--- config.mk ---
export PLATFORM = sky130hd
export DESIGN_NAME = latched_register_bank_mapper_core
export DESIGN_NICKNAME = d
export VERILOG_FILES = /design/src/rtl/lrbm_pkg.sv /design/src/rtl/latched_register_bank_mapper_core.sv /design/src/rtl/lrbm_regfile.sv /design/src/rtl/lrbm_bank_decode.sv
export SDC_FILE = /design/constraint.sdc
export NUM_CORES = 1
export LEC_CHECK = 0
export ABC_AREA = 1
export BUFFER_PORTS_ARGS = -buffer_cell sky130_fd_sc_hd__buf_2
export CORE_MARGIN = 3
export CORE_UTILIZATION = 38
export CTS_CLUSTER_DIAMETER = 40
export DETAILED_ROUTE_END_ITERATION = 16
export PLACE_DENSITY = 0.56
export SLEW_MARGIN = 20
export SYNTH_ARGS = -nofsm -noshare
export SYNTH_HDL_FRONTEND = slang
export SYNTH_SLANG_ARGS = --single-unit
--- constraint.sdc ---
create_clock -name clk -period 2.1 [get_ports clk]
set_clock_uncertainty 0.2 [all_clocks]
set_input_delay 0.21 -clock clk [delete_from_list [all_inputs] [get_ports clk]]
set_output_delay 0.21 -clock clk [all_outputs]
set_load 0.01 [all_outputs]
--- src/rtl/lrbm_pkg.sv ---
package lrbm_pkg;

    localparam int REG_W    = 3;
    localparam int NUM_REGS = 8;
    localparam int IDX_W    = 3;

    localparam logic [15:0] RANGE_LO     = 16'h4100;
    localparam logic [15:0] RANGE_HI     = 16'h5FFF;
    localparam logic [15:0] DECODE_MASK  = 16'h0101;
    localparam logic [15:0] DECODE_INDEX = 16'h0100;
    localparam logic [15:0] DECODE_DATA  = 16'h0101;
    localparam logic [7:0]  DIP_FORCE    = 8'h04;

    typedef enum logic [1:0] {
        KIND_READ       = 2'd0,
        KIND_WRITE      = 2'd1,
        KIND_SOFT_RESET = 2'd2,
        KIND_POWER_ON   = 2'd3
    } kind_t;

    // Registers that feed the bank decode, as they stand after the current item
    typedef struct packed {
        logic [REG_W-1:0] r2;
        logic [REG_W-1:0] r4;
        logic [REG_W-1:0] r5;
        logic [REG_W-1:0] r6;
        logic [REG_W-1:0] r7;
    } bank_view_t;

endpackage

--- src/rtl/latched_register_bank_mapper_core.sv ---
// An item passes the input register, then the result register, to the master side.
// Throughput: one item per cycle; the input register advances whenever the result
// register is empty or being drained, so the only limit is the downstream tready.
// Reset (rst_n low, asynchronous): both pipeline registers empty, register file,
// index and dip flag cleared, variant back to the first board formula.
module latched_register_bank_mapper_core
    import lrbm_pkg::*;
(
    input  logic        clk,
    input  logic        rst_n,

    input  logic        cfg_we,
    input  logic        cfg_wdata,      // variant

    input  logic        s_axis_tvalid,
    output logic        s_axis_tready,
    input  logic [31:0] s_axis_tdata,   // [15:0] address, [23:16] write_data, [31:24] open_bus
    input  logic [1:0]  s_axis_tuser,   // [1:0] kind

    output logic        m_axis_tvalid,
    input  logic        m_axis_tready,
    output logic [23:0] m_axis_tdata    // [7:0] read_data, [10:8] prg_bank,
                                        // [16:11] chr_bank, [18:17] mirroring, [23:19] zero
);

    // Configuration: one bit; write it only while the block is idle (not enforced here)
    logic variant_reg;

    // Input register stage
    logic        in_valid_reg;
    kind_t       in_kind_reg;
    logic [15:0] in_addr_reg;
    logic [7:0]  in_wdata_reg;
    logic [7:0]  in_bus_reg;

    // Result register stage
    logic        out_valid_reg;
    logic [18:0] out_data_reg;

    logic        advance;
    logic        out_free;

    logic [7:0]  read_data;
    bank_view_t  view;
    logic [2:0]  prg_bank;
    logic [5:0]  chr_bank;
    logic [1:0]  mirroring;

    // The result register frees up when empty or when its item is taken this cycle
    assign out_free      = !out_valid_reg || m_axis_tready;
    // Move the held item through the register file into the result register
    assign advance       = in_valid_reg && out_free;
    // Take a new item when the input register is empty or moving on
    assign s_axis_tready = !in_valid_reg || out_free;

    assign m_axis_tvalid = out_valid_reg;
    assign m_axis_tdata  = {5'b0, out_data_reg};

    always_ff @(posedge clk or negedge rst_n)
    begin
        if (!rst_n)
            variant_reg <= 1'b0;
        else if (cfg_we)
            variant_reg <= cfg_wdata;
    end

    // Input register: hold the item until the result side can take it
    always_ff @(posedge clk or negedge rst_n)
    begin
        if (!rst_n)
            in_valid_reg <= 1'b0;
        else if (s_axis_tready)
            in_valid_reg <= s_axis_tvalid;
    end

    always_ff @(posedge clk)
    begin
        if (s_axis_tready && s_axis_tvalid)
        begin
            in_kind_reg  <= kind_t'(s_axis_tuser);
            in_addr_reg  <= s_axis_tdata[15:0];
            in_wdata_reg <= s_axis_tdata[23:16];
            in_bus_reg   <= s_axis_tdata[31:24];
        end
    end

    // Register file updates its state on the same edge that loads the result,
    // so the following item already sees the new contents.
    lrbm_regfile u_regfile (
        .clk        (clk),
        .rst_n      (rst_n),
        .step       (advance),
        .kind       (in_kind_reg),
        .address    (in_addr_reg),
        .write_data (in_wdata_reg),
        .open_bus   (in_bus_reg),
        .read_data  (read_data),
        .view       (view)
    );

    // Banks are decoded from the register contents after this item's update
    lrbm_bank_decode u_bank_decode (
        .variant   (variant_reg),
        .view      (view),
        .prg_bank  (prg_bank),
        .chr_bank  (chr_bank),
        .mirroring (mirroring)
    );

    // Result register: load on advance, drop when taken
    always_ff @(posedge clk or negedge rst_n)
    begin
        if (!rst_n)
            out_valid_reg <= 1'b0;
        else if (out_free)
            out_valid_reg <= advance;
    end

    always_ff @(posedge clk)
    begin
        if (advance)
            out_data_reg <= {mirroring, chr_bank, prg_bank, read_data};
    end

endmodule

--- src/rtl/lrbm_regfile.sv ---
module lrbm_regfile
    import lrbm_pkg::*;
(
    input  logic       clk,
    input  logic       rst_n,
    input  logic       step,
    input  kind_t      kind,
    input  logic [15:0] address,
    input  logic [7:0]  write_data,
    input  logic [7:0]  open_bus,
    output logic [7:0]  read_data,
    output bank_view_t  view
);

    logic [REG_W-1:0] bank_reg  [NUM_REGS];
    logic [REG_W-1:0] bank_next [NUM_REGS];
    logic [IDX_W-1:0] index_reg;
    logic [IDX_W-1:0] index_next;
    logic             dip_reg;
    logic             dip_next;

    logic             in_range;
    logic [15:0]      sel;
    logic [7:0]       data_eff;
    logic [REG_W-1:0] cur_val;

    assign in_range = (address >= RANGE_LO) && (address <= RANGE_HI);
    assign sel      = address & DECODE_MASK;
    assign data_eff = dip_reg ? (write_data | DIP_FORCE) : write_data;
    assign cur_val  = bank_reg[index_reg];

    always_comb
    begin
        bank_next  = bank_reg;
        index_next = index_reg;
        dip_next   = dip_reg;
        read_data  = open_bus;
        case (kind)
            KIND_READ:
            begin
                if (in_range && sel == DECODE_DATA)
                begin
                    if (dip_reg)
                        read_data = {open_bus[7:2], cur_val[1:0]};
                    else
                        read_data = {open_bus[7:3], cur_val};
                end
            end
            KIND_WRITE:
            begin
                if (in_range)
                begin
                    if (sel == DECODE_INDEX)
                        index_next = data_eff[IDX_W-1:0];
                    else if (sel == DECODE_DATA)
                        bank_next[index_reg] = data_eff[REG_W-1:0];
                end
            end
            KIND_SOFT_RESET:
            begin
                dip_next  = ~dip_reg;
                bank_next = '{default: '0};
            end
            KIND_POWER_ON:
            begin
                dip_next  = 1'b0;
                bank_next = '{default: '0};
            end
            default:
            begin
                read_data = open_bus;
            end
        endcase
    end

    always_ff @(posedge clk or negedge rst_n)
    begin
        if (!rst_n)
        begin
            bank_reg  <= '{default: '0};
            index_reg <= '0;
            dip_reg   <= 1'b0;
        end
        else if (step)
        begin
            bank_reg  <= bank_next;
            index_reg <= index_next;
            dip_reg   <= dip_next;
        end
    end

    assign view.r2 = bank_next[2];
    assign view.r4 = bank_next[4];
    assign view.r5 = bank_next[5];
    assign view.r6 = bank_next[6];
    assign view.r7 = bank_next[7];

endmodule

--- src/rtl/lrbm_bank_decode.sv ---
module lrbm_bank_decode
    import lrbm_pkg::*;
(
    input  logic       variant,
    input  bank_view_t view,
    output logic [2:0] prg_bank,
    output logic [5:0] chr_bank,
    output logic [1:0] mirroring
);

    assign prg_bank  = {view.r5[2:1], view.r5[0] | view.r2[0]};
    assign chr_bank  = variant ? {1'b0, view.r6, view.r4[0], view.r2[0]}
                               : {view.r2, view.r4[0], view.r6[1:0]};
    assign mirroring = view.r7[2:1];

endmodule
==> reports/metrics.csv <==
stage,metric,value,unit
status,status,completed,
setup_path,worst reg-to-reg path cell count,8,
cells_and_area,"commonest non-fill, non-tap cell in the layout",nand2_1,
routing,vias,2754,
cts,CTS buffer count,9,
floorplan,row count,34,
cells_and_area,Nets,494,
setup_path,critical path endpoint,out_data_reg[12]$_DFFE_PP_,
routing,iteration-0 DRC count of the detailed router,175,
sta,slew of the pin with the lowest slew margin,741,ps
routing,Antenna Nets Post-Route,0,
logic_synthesis,Seq cells post-synth,72,
place,post-place setup slack,236,ps
setup_path,crit path kind,reg2reg,
sta,Finish-stage setup viols,0,
setup_path,RR Endpoint,out_data_reg[12]$_DFFE_PP_,
power,Pwr per Cell Area,772,nW/um2
logic_synthesis,syn_area_per_cell,9.76,um2
logic_synthesis,"Seq/Total Area, Yosys",55.9,%
power,switching share of power,27.7,%
place,DP Area,3940,um2
cells_and_area,layout cells sized above 1,26.1,%
cts,clock buffer depth,2,
routing,wire per inst,14.0,um
floorplan,Initial Util,40.2,%
cells_and_area,final non-filler cell total,567,
global_routing,GRT overflow,0,
setup_path,Worst setup EP type,register,
sta,fin crit period,1890,ps
power,combinational share of power,14.6,%
worst_hold_path,Hold Path Class,reg2reg,
power,sequential fraction of design power,48.8,%
logic_synthesis,top_reg_cell synth,edfxtp_1,
sta,final hold vios,0,
sta,Slew headroom,50.6,%
logic_synthesis,Post-synth EDFFs,41,
cells_and_area,Fill cells,849,
setup_path,Startpoint Class,register,
power,Static Leakage,0.00190,uW
routing,Total Wirelength,7950,um
floorplan,Die H,103,um
sta,setup_tns,0,ps
setup_path,flop2flop setup slack,210,ps
sta,crit share post-route,90.0,%
power,Worst IR Drop VDD,0.000480,V
global_routing,largest net degree at the start of global routing,32,
global_routing,number of global-route vias before repair,2829,
logic_synthesis,cells after synthesis,368,
place,detailed placement HPWL,5350,um
cells_and_area,Largest register FFs,24,
floorplan,IO Count,66,
global_routing,first-pass GRT wire length,13700,um
power,total power,3430,uW
power,Clock power frac,36.6,%
routing,detailed-route DRC error count,0,
flow_run,MaxCap Viol Count,0,
cts,post-CTS resize count,0,
cells_and_area,ant diodes,0,
global_routing,initial antenna violation count,0,
place,GP Congestion,0.842,
floorplan,chip width,103,um
setup_path,CP Data Required Time,2010,ps
setup_path,Worst R2R Start,u_regfile.index_reg[1]$_DFFE_PN0P_,
logic_synthesis,synth warn,0,
place,IO Port Bufs,48,
floorplan,Placeable Area,8930,um2
cts,"Clk pin slew, worst setup/hold paths",90,ps
cts,root buf cell,clkbuf_8,
setup_path,Critical Path AT,1800,ps
cells_and_area,most frequent cells in the layout,"nand2_1, buf_2, edfxtp_1",
sta,Peak Freq,529,MHz
global_routing,GRT Util Overall,16.6,%
logic_synthesis,post-synthesis cell type count,29,
floorplan,full die area,10700,um2
sta,slack of the critical path,210,ps
power,Net Sw Power,952,uW
cts,setup bufs post-CTS,0,
logic_synthesis,Async SR Flop Fraction,43.1,%
sta,RSZ-0062 raised after global routing,no,
power,Pint,2480,uW
place,placed cell count,523,
cts,htree depth,3,
setup_path,Setup crit start,u_regfile.index_reg[1]$_DFFE_PN0P_,
routing,Vias/cell,4.86,
logic_synthesis,mapped cell area,3590,um2
cts,CTS tree,done,
cells_and_area,Synth-to-Final Area Change,23.9,%
cts,CTS Sinks,72,
cells_and_area,post-route design area,4450,um2
cts,Clock Latency Late Sink,350,ps
routing,iteration count of the initial detailed-routing pass,4,
setup_path,CP max FO,9,
sta,final max-slew violation count,0,
==> logic make-up after synthesis <==
group	synth area share, %
AO/OA/AOI/OAI	10.3
multiplexers	0.279
other	0.104
buffers and inverters	7.94
flip-flops	55.9
AND/OR/NAND/NOR	25.5
==> Yosys cell counts, types with 2 or more instances <==
library cell  number  area (um2)
o22ai_1           13        81.3
buf_6              4        45.0
a21oi_1            4        20.0
inv_1             31         116
nand3_2           11         110
inv_2              4        15.0
o21ai_0           18        90.1
nand2_2            6        37.5
buf_2              4        20.0
o21ai_2           11        96.3
nand3_1           23         115
nor2_4             6        67.6
o21ai_1           11        55.1
nand2_1           93         349
nand4_1           22         138
o21a_1             2        15.0
nor2_1            14        52.6
dfrtp_1           31         776
buf_4             10        75.1
edfxtp_1          41        1230
==> worst min path at each step <==
stage | from | end | slack [ps] | cells past startpoint
floorplan | rst_n | in_valid_reg$_DFFE_PN0N_ | -290 | 0
global placement | rst_n | u_regfile.bank_reg[20]$_DFFE_PN0P_ | 120 | 1
detailed placement | rst_n | u_regfile.bank_reg[18]$_DFFE_PN0P_ | 120 | 1
CTS | in_bus_reg[3]$_DFFE_PP_ | out_data_reg[3]$_DFFE_PP_ | 230 | 0
global route | in_bus_reg[6]$_DFFE_PP_ | out_data_reg[6]$_DFFE_PP_ | 240 | 0
finish | in_bus_reg[3]$_DFFE_PP_ | out_data_reg[3]$_DFFE_PP_ | 230 | 0
==> worst max-delay path, cell delays in order, from the launching register on <==
cell and delay (ps):
dfrtp_1 550, inv_2 170, nand3_2 170, nor2_1 140, nand4_1 90, nand3_1 110
nand2_1 100, nand2_1 70, nand2_1 50
==> power groups by stage <==
| stage | registers [uW] | clock network (uW) | logic [uW] |
|---|---|---|---|
| 2_1_floorplan | 1710 | 0 | 285 |
| 3_3_place_gp | 1700 | 0 | 454 |
| 3_5_place_dp | 1700 | 0 | 460 |
| 4_1_cts | 1680 | 1300 | 506 |
| 5_1_grt | 1690 | 1360 | 565 |
| 6_report | 1680 | 1260 | 501 |
==> area by class of cell <==
cell class	instances	area, um2	share of cell area, %
Clock buffer	9	124	2.78
Clock inverter	7	101	2.28
Inverter	37	141	3.18
Multi-Input combinational cell	244	1310	29.5
Sequential cell	72	2010	45.1
Tap cell	108	135	3.04
Timing Repair Buffer	90	626	14.1
==> what timing repair did <==
item / CTS / global route
hold buffers: 28 / 0
setup endpoints to repair: 0 / 0
endpoints found under the hold margin: 56 / 0
==> per-stage QoR <==
step	utilization, %	hold slack [ps]
6_report	49.8	226
3_3_place_gp	44.1	120
3_5_place_dp	44.1	123
2_1_floorplan	-	-286
5_1_grt	49.8	243
4_1_cts	49.8	228
==> per-layer routing <==
layer	GRT usage, %	part of all wire (%)
met3	3.35	4.4
met5	0	0
met4	5.48	1.4
met1	22.7	47
met2	26.6	47
No activity file was read; power rests on OpenSTA's default activity.
